**src/hdl/krt_pkg.sv**
```systemverilog
package krt_pkg;

   localparam int Depth = 256;
   localparam int IdxW  = 8;
   localparam int CntW  = 9;
   localparam int EntW  = 64 + 64 + 32 + 64 + 32 + 32 + 32;

   localparam logic [2:0] FuncUpsert = 3'd0;
   localparam logic [2:0] FuncRemove = 3'd1;
   localparam logic [2:0] FuncFind   = 3'd2;
   localparam logic [2:0] FuncReadAt = 3'd3;
   localparam logic [2:0] FuncClear  = 3'd4;

   localparam logic [1:0] StatOk      = 2'd0;
   localparam logic [1:0] StatMissing = 2'd1;
   localparam logic [1:0] StatFull    = 2'd2;

   typedef struct packed {
      logic [63:0] key_hi;
      logic [63:0] key_lo;
      logic [31:0] version;
      logic [63:0] size;
      logic [31:0] crc;
      logic [31:0] installed;
      logic [15:0] flags;
      logic [15:0] kind;
   } entry_type;

   // controller to datapath
   typedef struct packed {
      logic            load_req;
      logic            rd_en;
      logic [IdxW-1:0] rd_addr;
      logic            wr_en;
      logic            wr_from_req;
      logic [IdxW-1:0] wr_addr;
      logic            cap_entry;
      logic            zero_entry;
   } dp_cmd_type;

   // datapath to controller
   typedef struct packed {
      logic [2:0]      func;
      logic [IdxW-1:0] index;
      logic            key_match;
   } dp_stat_type;

endpackage

```
**src/hdl/krt_ctrl.sv**
```systemverilog
module krt_ctrl import krt_pkg::*; (
   input  logic            clock,
   input  logic            reset,
   input  logic            req_valid,
   output logic            req_stall,
   output logic            rsp_valid,
   input  logic            rsp_stall,
   output logic [1:0]      rsp_status,
   output logic [IdxW-1:0] rsp_slot,
   output logic [CntW-1:0] rsp_live_count,
   output dp_cmd_type      cmd,
   input  dp_stat_type     stat
);

   typedef enum logic [2:0] {
      ST_IDLE, ST_DECODE, ST_SCAN, ST_HIT, ST_SHIFT, ST_SHIFT_WR, ST_RESP
   } state_type;

   state_type       state_ff, state_in;
   logic [CntW-1:0] count_ff, count_in;
   logic [CntW-1:0] ptr_ff, ptr_in;     // slot whose read data is valid next
   logic [1:0]      status_ff, status_in;
   logic [IdxW-1:0] slot_ff, slot_in;
   logic            rsp_valid_ff, rsp_valid_in;

   assign req_stall      = (state_ff != ST_IDLE);
   assign rsp_valid      = rsp_valid_ff;
   assign rsp_status     = status_ff;
   assign rsp_slot       = slot_ff;
   assign rsp_live_count = count_ff;

   always_comb begin
      state_in     = state_ff;
      count_in     = count_ff;
      ptr_in       = ptr_ff;
      status_in    = status_ff;
      slot_in      = slot_ff;
      rsp_valid_in = rsp_valid_ff;
      cmd          = '0;
      case (state_ff)
         ST_IDLE: begin
            if (req_valid) begin
               cmd.load_req = 1'b1;
               state_in     = ST_DECODE;
            end
         end
         ST_DECODE: begin
            ptr_in   = '0;
            status_in = StatMissing;
            slot_in   = '0;
            cmd.zero_entry = 1'b1;
            case (stat.func)
               FuncUpsert, FuncRemove, FuncFind: begin
                  cmd.rd_en   = 1'b1;
                  cmd.rd_addr = '0;
                  state_in    = ST_SCAN;
               end
               FuncReadAt: begin
                  if ({1'b0, stat.index} < count_ff) begin
                     cmd.rd_en   = 1'b1;
                     cmd.rd_addr = stat.index;
                     ptr_in      = {1'b0, stat.index};
                     state_in    = ST_HIT;
                  end else begin
                     state_in = ST_RESP;
                  end
               end
               FuncClear: begin
                  count_in  = '0;
                  status_in = StatOk;
                  state_in  = ST_RESP;
               end
               default: state_in = ST_RESP;
            endcase
         end
         ST_SCAN: begin
            // read data of slot ptr_ff is present
            if (ptr_ff >= count_ff) begin
               if (stat.func == FuncUpsert) begin
                  if (count_ff == CntW'(Depth)) begin
                     status_in = StatFull;
                  end else begin
                     cmd.wr_en       = 1'b1;
                     cmd.wr_from_req = 1'b1;
                     cmd.wr_addr     = ptr_ff[IdxW-1:0];
                     cmd.cap_entry   = 1'b1;
                     count_in        = count_ff + 1'b1;
                     status_in       = StatOk;
                     slot_in         = ptr_ff[IdxW-1:0];
                  end
               end
               state_in = ST_RESP;
            end else if (stat.key_match) begin
               status_in = StatOk;
               slot_in   = ptr_ff[IdxW-1:0];
               if (stat.func == FuncUpsert) begin
                  cmd.wr_en       = 1'b1;
                  cmd.wr_from_req = 1'b1;
                  cmd.wr_addr     = ptr_ff[IdxW-1:0];
                  cmd.cap_entry   = 1'b1;
                  state_in        = ST_RESP;
               end else begin
                  cmd.cap_entry = 1'b1;
                  if (stat.func == FuncRemove) begin
                     count_in = count_ff - 1'b1;
                     ptr_in   = ptr_ff + 1'b1;
                     cmd.rd_en   = 1'b1;
                     cmd.rd_addr = IdxW'(ptr_ff + 1'b1);
                     state_in = ST_SHIFT;
                  end else begin
                     state_in = ST_RESP;
                  end
               end
            end else begin
               ptr_in      = ptr_ff + 1'b1;
               cmd.rd_en   = 1'b1;
               cmd.rd_addr = IdxW'(ptr_ff + 1'b1);
            end
         end
         ST_HIT: begin
            status_in     = StatOk;
            slot_in       = ptr_ff[IdxW-1:0];
            cmd.cap_entry = 1'b1;
            state_in      = ST_RESP;
         end
         ST_SHIFT: begin
            // count_ff already decremented: old live count is count_ff + 1
            if (ptr_ff > count_ff) begin
               state_in = ST_RESP;
            end else begin
               cmd.wr_en   = 1'b1;
               cmd.wr_addr = IdxW'(ptr_ff - 1'b1);
               state_in    = ST_SHIFT_WR;
            end
         end
         ST_SHIFT_WR: begin
            ptr_in      = ptr_ff + 1'b1;
            cmd.rd_en   = 1'b1;
            cmd.rd_addr = IdxW'(ptr_ff + 1'b1);
            state_in    = ST_SHIFT;
         end
         ST_RESP: begin
            rsp_valid_in = 1'b1;
            if (rsp_valid_ff && !rsp_stall) begin
               rsp_valid_in = 1'b0;
               state_in     = ST_IDLE;
            end
         end
         default: state_in = ST_IDLE;
      endcase
   end

   always_ff @(posedge clock) begin
      if (reset) begin
         state_ff     <= ST_IDLE;
         count_ff     <= '0;
         rsp_valid_ff <= 1'b0;
      end else begin
         state_ff     <= state_in;
         count_ff     <= count_in;
         rsp_valid_ff <= rsp_valid_in;
      end
      ptr_ff    <= ptr_in;
      status_ff <= status_in;
      slot_ff   <= slot_in;
   end

`ifndef SYNTHESIS
   a_count_max: assert property (@(posedge clock) disable iff (reset)
      count_ff <= CntW'(Depth)) else $error("live count above depth");
   a_stall_busy: assert property (@(posedge clock) disable iff (reset)
      rsp_valid_ff |-> req_stall) else $error("input open while word pending");
   a_full_status: assert property (@(posedge clock) disable iff (reset)
      (rsp_valid_ff && status_ff == StatFull) |-> count_ff == CntW'(Depth))
      else $error("full reported below depth");
   a_wr_in_range: assert property (@(posedge clock) disable iff (reset)
      cmd.wr_en |-> ({1'b0, cmd.wr_addr} <= count_ff)) else $error("write past count");
`endif

endmodule

```
**config.mk**
```make
export PLATFORM = sky130hd
export DESIGN_NAME = krt_ctrl
export DESIGN_NICKNAME = d
export VERILOG_FILES = /design/src/hdl/krt_pkg.sv /design/src/hdl/krt_ctrl.sv
export SDC_FILE = /design/constraint.sdc
export NUM_CORES = 1
export LEC_CHECK = 0
export ABC_AREA = 1
export BUFFER_PORTS_ARGS = -buffer_cell sky130_fd_sc_hd__buf_4
export CAP_MARGIN = 30
export CORE_MARGIN = 10
export CORE_UTILIZATION = 35
export CTS_BUF_LIST = sky130_fd_sc_hd__clkbuf_2
export DETAILED_ROUTE_END_ITERATION = 10
export SETUP_SLACK_MARGIN = 0.2
export SLEW_MARGIN = 20
export SYNTH_ARGS = -nofsm -noshare
export SYNTH_HDL_FRONTEND = slang
export SYNTH_SLANG_ARGS = --single-unit
```
**constraint.sdc**
```tcl
create_clock -name clock -period 3.3 [get_ports clock]
set_input_delay 0.495 -clock clock [delete_from_list [all_inputs] [get_ports clock]]
set_output_delay 0.495 -clock clock [all_outputs]
set_load 0.005 [all_outputs]
```
==> results of run 1 <==
==> cell usage in the layout, fill, tap and decap left out, drive strengths merged <==
master    synthesis  final
a211oi            1      1
a21o              1      1
a21oi            26     26
a22oi             1      1
a31oi             1      1
buf               4     85
clkbuf            1      6
clkinv            2      5
clkinvlp          0      2
dfxtp            13     13
edfxtp           19     19
fa                1      1
ha               25     25
inv              60     58
nand2            86     86
nand3            32     32
nand3b            1      1
nand4            10     10
nor2             41     41
nor3             13     13
nor3b             1      1
o211ai            4      4
o21ai            28     28
o22ai             7      7
o31a              1      1
or2               2      2
xnor2             5      5
xor2             10     10
==> cell type report <==
| cell class | instances | area, µm² |
|---|---|---|
| Sequential cell | 32 | 848 |
| Inverter | 62 | 244 |
| Clock inverter | 3 | 13.8 |
| Timing Repair Buffer | 86 | 707 |
| Fill cell | 813 | 4140 |
| Tap cell | 105 | 131 |
| Clock buffer | 5 | 25.0 |
| Multi-Input combinational cell | 297 | 2020 |
==> power breakdown <==
part / switching (mW) / leakage [nW] / total [mW] / internal, mW
clock network: 0.152 / 0.0302 / 0.200 / 0.0474
registers: 0.0912 / 0.292 / 0.703 / 0.612
logic: 1.27 / 1.42 / 2.18 / 0.909
total: 1.52 / 1.74 / 3.09 / 1.57
==> cell families (layout without fill, tap and decap cells) <==
group	Yosys count	after routing	synth area share
fa+ha+maj	26	26	0.115
flops	32	32	0.288
buf+inv	67	156	0.0916
xor+xnor	15	15	0.0456
simple gates	186	186	0.322
compound gates	70	70	0.138
==> state kept, by name, summed over array words and instances (netlist names) <==
| signal | count |
|---|---|
| state_ff | 3 |
| rsp_live_count | 9 |
| rsp_slot | 8 |
| rsp_valid | 1 |
| rsp_status | 2 |
| ptr_ff | 9 |
==> metrics by stage <==
stage | worst slack, ps | utilization | instance area (µm²) | std cells
6_report | 251 | 0.491 | 3990 | 590
5_1_grt | 72.5 | 0.491 | 3990 | 590
4_1_cts | 200 | 0.443 | 3600 | 577
3_5_place_dp | 237 | 0.427 | 3470 | 561
3_3_place_gp | 338 | 0.427 | 3470 | 561
2_1_floorplan | 559 | - | 2880 | 396
==> routing by layer <==
layer | share of wire | vias up | track usage | routed length, µm
li1 | - | 1507 | - | -
met2 | 0.48 | 77 | 0.226 | 4220
met3 | 0.053 | 13 | 0.0357 | 470
met1 | 0.45 | 1356 | 0.164 | 4000
met4 | 0.013 | 0 | 0.0382 | 114
met5 | 0 | - | 0 | 0
==> worst paths after layout <==
check | start | to | cells after the start | slack [ps]
max | ptr_ff[5]$_DFFE_PP_ | cmd[20] | 10 | 250
min | reset | rsp_live_count[0]$_SDFFE_PP0P_ | 2 | 350
max reg2reg | ptr_ff[5]$_DFFE_PP_ | rsp_live_count[8]$_SDFFE_PP0P_ | 17 | 380
min reg2reg | rsp_valid$_SDFFE_PP0N_ | rsp_valid$_SDFFE_PP0N_ | 2 | 490
==> worst reg2reg max path, stage by stage, from the launching register on <==
cell and delay, ps:
edfxtp_1 480, ha_1 340, nand2_4 60, nor2_4 170, nand3_2 130, nand4_4 190
clkinvlp_4 160, buf_8 180, fa_2 400, nand3_1 110, nand2_2 80, nand2_1 60
nand3_1 90, inv_1 70, nand3_1 70, nand2_1 60, nand3_1 90, a21oi_2 130
==> timing repair <==
action	CTS	global route
gates resized for setup	12	55
setup buffers	8	12
endpoints found under the setup margin	20	25
endpoints found under the hold margin	0	0
pin swaps	2	9
cloned	0	1
==> impl_metrics.csv, run 1 <==
group,metric,value,unit
run_status,status,"finished clean",
sta,max_slew_margin,0.714,
grt,grt_pass1_vias,2906,
setup_path,crit_slowest_cell,"edfxtp_1",
yosys,synthArstFlopShare,0,
grt,grtUsageTotal,0.135,
setup_path,endpoint_kind,"primary output",
drt,ant_nets,0,
grt,grt_max_degree,14,
pwr,pwr_density_cell,773,nW/µm²
die,start_util,0.354,
die,row_count,33,
setup_path,crit_arrival,2550,ps
drt,drcViolationCount,0,
yosys,ys_warn_count,0,
die,ios,59,
sta,setup_violations,0,
sta,tightest_slew,425,ps
final_layout,post_route_cells_drive_above_1_share,0.348,
yosys,synth_common_cells,"nand2_1, inv_1, nor2_1, nand3_1, o21ai_0",
run,cap_violations,0,
sta,rsz0062_at_grt,"yes",
sta,hold_viol_final,0,
sta,timing.fmax,328,MHz
clock_tree,cts_buffers,5,
setup_path,crit_required,2800,ps
setup_path,critPathMaxFanout,8,
sta,finalMaxSlewViolations,0,
clock_tree,clk_latency,400,ps
yosys,synth-edff-count,19,
die,die_h,111,µm
yosys,synth_area_leaders,"edfxtp_1, ha_1, nand2_1",
drt,drt-initial-drc-count,144,
grt,grt_pass1_wl,14000,µm
clock_tree,clkTransAtPathRegs,200,ps
die,core_area,8130,µm²
drt,dr.pass1.iters,4,
clock_tree,clockBufferDepth,2,
drt,wl_per_cell,14.9,µm
setup_path,crit_chain,"ha_1 > nand2_4 > nor2_4 > nand3_2 > nand4_4 > buf_4 > o21ai_4 > buf_4 > or2_2 > buf_4",
yosys,synthMostInstantiatedCell,"nand2_1",
die,dieArea,12300,µm²
place,portBuffers,58,
yosys,ys_seq_area_frac,0.288,
drt,drt-vias-per-instance,5.01,
drt,vias,2953,
clock_tree,cts.sinks,32,
sta,finClkSkew,16.8,ps
clock_tree,ctsHoldBuffers,0,
yosys,yosysTopAreaCell,"edfxtp_1",
final_layout,nNetsFinal,526,
sta,holdWs,352,ps
clock_tree,htree_levels,2,
grt,grt-ovfl-total,0,
setup_path,crit_family,"simple AND/OR/NAND/NOR gates",
final_layout,syn_to_final_growth,38.5,%
min_path,hold_class,"input pin to register",
yosys,ys_ff_latch,32,
sta,final.setup.tns,0,ps
die,die_x,111,µm
grt,antenna_found_initial,0,
setup_path,critPathMostFrequentCell,"buf_4",
yosys,synth_top_area_frac,0.198,
pwr,power,3.09,mW
sta,fin_crit_sh,0.924,
setup_path,start_kind,"register",
place,hpwl,6830,µm
setup_path,crit_buf_inv,3,
final_layout,antenna_cells,0,
yosys,avgSynthCellArea,7.28,µm²
pwr,ir_drop,0.335,mV
sta,period_needed,3050,ps
yosys,synth_ff_type,"edfxtp_1",
yosys,synth_cells,396,
clock_tree,cts_tree,"yes",
yosys,syn-cell-area,2880,µm²
yosys,syn_nets,438,
clock_tree,cts_root_buffer,"clkbuf_2",
pwr,p_leak,1.74,nW
yosys,ys_types,41,
setup_path,crit_type,"register to primary output",
place,gp_congestion,0.917,
setup_path,slowest_delay,480,ps
drt,wirelength,8800,µm
Note: power is estimated with default switching activity, not from simulation.
==> run 2: changes to the inputs <==
--- a/config.mk
+++ b/config.mk
@@ -10,7 +10,6 @@
 export CAP_MARGIN = 30
 export CORE_MARGIN = 10
 export CORE_UTILIZATION = 35
-export CTS_BUF_LIST = sky130_fd_sc_hd__clkbuf_2
 export DETAILED_ROUTE_END_ITERATION = 10
 export SETUP_SLACK_MARGIN = 0.2
 export SLEW_MARGIN = 20
==> constraint.sdc (replaced) <==
create_clock -name clock -period 2.8 [get_ports clock]
set_input_delay 0.42 -clock clock [delete_from_list [all_inputs] [get_ports clock]]
set_output_delay 0.42 -clock clock [all_outputs]
set_load 0.005 [all_outputs]
==> run 2 against run 1 <==
Effect of this change: power rose by 33%; combinational power rose by 35%; sequential share of layout area fell by 1.9 points; clock skew fell by 5.2 ps; clock power rose by 75%; via count rose by 4.5%; clock-buffer cell count did not move; critical path type unchanged; critical endpoint is now cmd[2]; highest routed layer unchanged.
==> impl_metrics.csv, run 2 (synthesis gave the netlist of run 1 again) <==
group,metric,value,unit
place,gp_congestion,0.874,
setup_path,critPathMostFrequentCell,"nand2_1",
min_path,hold_class,"input pin to register",
clock_tree,cts_root_buffer,"clkbuf_8",
pwr,p_leak,1.89,nW
place,hpwl,6920,µm
sta,max_slew_margin,0.706,
setup_path,ff2ff_path_depth,16,
sta,period_needed,2790,ps
die,die_h,111,µm
grt,antenna_found_initial,0,
drt,wirelength,9140,µm
die,row_count,33,
setup_path,endpoint_kind,"primary output",
clock_tree,htree_levels,2,
drt,drcViolationCount,0,
die,die_x,111,µm
drt,drt-initial-drc-count,141,
run_status,status,"finished clean",
sta,finClkSkew,11.7,ps
pwr,ir_drop,0.464,mV
min_path,hold_depth,2,
setup_path,crit_required,2380,ps
die,start_util,0.354,
setup_path,crit_path_end,"cmd[2]",
final_layout,layout_common_cells,"buf_4, nand2_1, inv_1, nor2_1, nand3_1",
sta,hold_viol_final,0,
grt,grt_pass1_wl,14800,µm
drt,dr.pass1.iters,4,
drt,vias,3085,
setup_path,crit_slowest_cell,"edfxtp_1",
setup_path,crit_type,"register to primary output",
die,core_area,8130,µm²
clock_tree,clk_latency,290,ps
final_layout,post_route_cells_drive_above_1_share,0.421,
final_layout,n_fill_cell,767,
final_layout,final_common_cell,"buf_4",
sta,finalMaxSlewViolations,0,
setup_path,r2r-start,"ptr_ff[7]$_DFFE_PP_",
setup_path,start_kind,"register",
setup_path,crit_buf_inv,3,
sta,timing.fmax,358,MHz
drt,wl_per_cell,14.9,µm
grt,grt_pass1_vias,3099,
grt,grtUsageTotal,0.142,
clock_tree,cts_buffers,5,
sta,setup_violations,0,
final_layout,syn_to_final_growth,49.6,%
die,ios,59,
place,portBuffers,58,
drt,ant_nets,0,
setup_path,crit_family,"simple AND/OR/NAND/NOR gates",
place,placed_cells,580,
setup_path,crit_chain,"ha_1 > nand2_1 > nand2_1 > nand2_1 > nand2_2 > nand2_2 > nand4_4 > buf_6 > o21ai_4 > nand3_4 > buf_6 > a22oi_2 > buf_4",
final_layout,antenna_cells,0,
die,dieArea,12300,µm²
setup_path,reg2reg_to,"rsp_live_count[7]$_SDFFE_PP0P_",
sta,tightest_slew,437,ps
final_layout,regArea,836,µm²
pwr,pwr_density_cell,953,nW/µm²
sta,rsz0062_at_grt,"yes",
sta,fin_crit_sh,0.997,
final_layout,multi_input_area,2110,µm²
clock_tree,clockBufferDepth,2,
final_layout,nNetsFinal,549,
setup_path,cp.depth,13,
sta,final.setup.tns,0,ps
setup_path,r2r_slack,20,ps
setup_path,slowest_delay,440,ps
clock_tree,ctsHoldBuffers,0,
setup_path,startpoint,"ptr_ff[2]$_DFFE_PP_",
run,cap_violations,0,
drt,drt-vias-per-instance,5.03,
final_layout,stdcell_count,613,
setup_path,crit_arrival,2370,ps
clock_tree,clkTransAtPathRegs,80,ps
setup_path,critPathMaxFanout,4,
clock_tree,cts.sinks,32,
grt,grt-ovfl-total,0,
grt,grt_max_degree,14,
clock_tree,cts_tree,"yes",
==> run 2: cell types whose count changed in the layout (fill, tap and decap cells not counted), sizes merged <==
cell and change:
buf +24, clkbuf -1, clkinvlp -1, inv +1
==> run 2: area by class of cell <==
| class | count | area share |
|---|---|---|
| Clock inverter | 3 | 0.00319 |
| Tap cell | 105 | 0.0305 |
| Multi-Input combinational cell | 297 | 0.489 |
| Inverter | 62 | 0.0569 |
| Timing Repair Buffer | 109 | 0.211 |
| Sequential cell | 32 | 0.194 |
| Clock buffer | 5 | 0.0160 |
==> run 2: metal layers <==
| metal | global-route usage | vias up | routed length (µm) |
|---|---|---|---|
| met5 | 0 | - | 0 |
| met4 | 0.0365 | 0 | 104 |
| met3 | 0.0352 | 10 | 505 |
| met2 | 0.246 | 76 | 4510 |
| met1 | 0.169 | 1447 | 4010 |
| li1 | - | 1552 | - |
==> run 2: power breakdown <==
part / internal [mW] / switching, mW / leakage, nW
Clock: 0.169 / 0.181 / 0.0453
Combinational: 1.29 / 1.65 / 1.55
Sequential: 0.725 / 0.0945 / 0.290
==> run 2: worst min path at each step <==
stage | startpoint | endpoint | slack (ps)
floorplan | rsp_valid$_SDFFE_PP0N_ | rsp_valid$_SDFFE_PP0N_ | 470
global placement | rsp_valid$_SDFFE_PP0N_ | rsp_valid$_SDFFE_PP0N_ | 470
detailed placement | rsp_valid$_SDFFE_PP0N_ | rsp_valid$_SDFFE_PP0N_ | 490
CTS | reset | rsp_live_count[8]$_SDFFE_PP0P_ | 390
global route | reset | rsp_live_count[2]$_SDFFE_PP0P_ | 420
finish | reset | rsp_live_count[2]$_SDFFE_PP0P_ | 410
==> run 2: what timing repair did <==
item,CTS,global route
gates cloned,1,0
resized for setup,72,27
setup endpoints to repair,26,28
pin swaps,26,9
setup buffers,22,2
==> run 2: metrics by stage <==
step | setup slack, ps | total power, mW | area (µm²) | hold WS [ps] | util
2_1_floorplan | 105 | 2.24 | 2880 | 467 | -
3_3_place_gp | 80.3 | 2.99 | 3620 | 473 | 0.445
3_5_place_dp | -22.0 | 3.01 | 3620 | 486 | 0.445
4_1_cts | 65.9 | 3.96 | 4190 | 394 | 0.516
5_1_grt | -135 | 4.43 | 4310 | 420 | 0.530
6_report | 7.16 | 4.11 | 4310 | 407 | 0.530
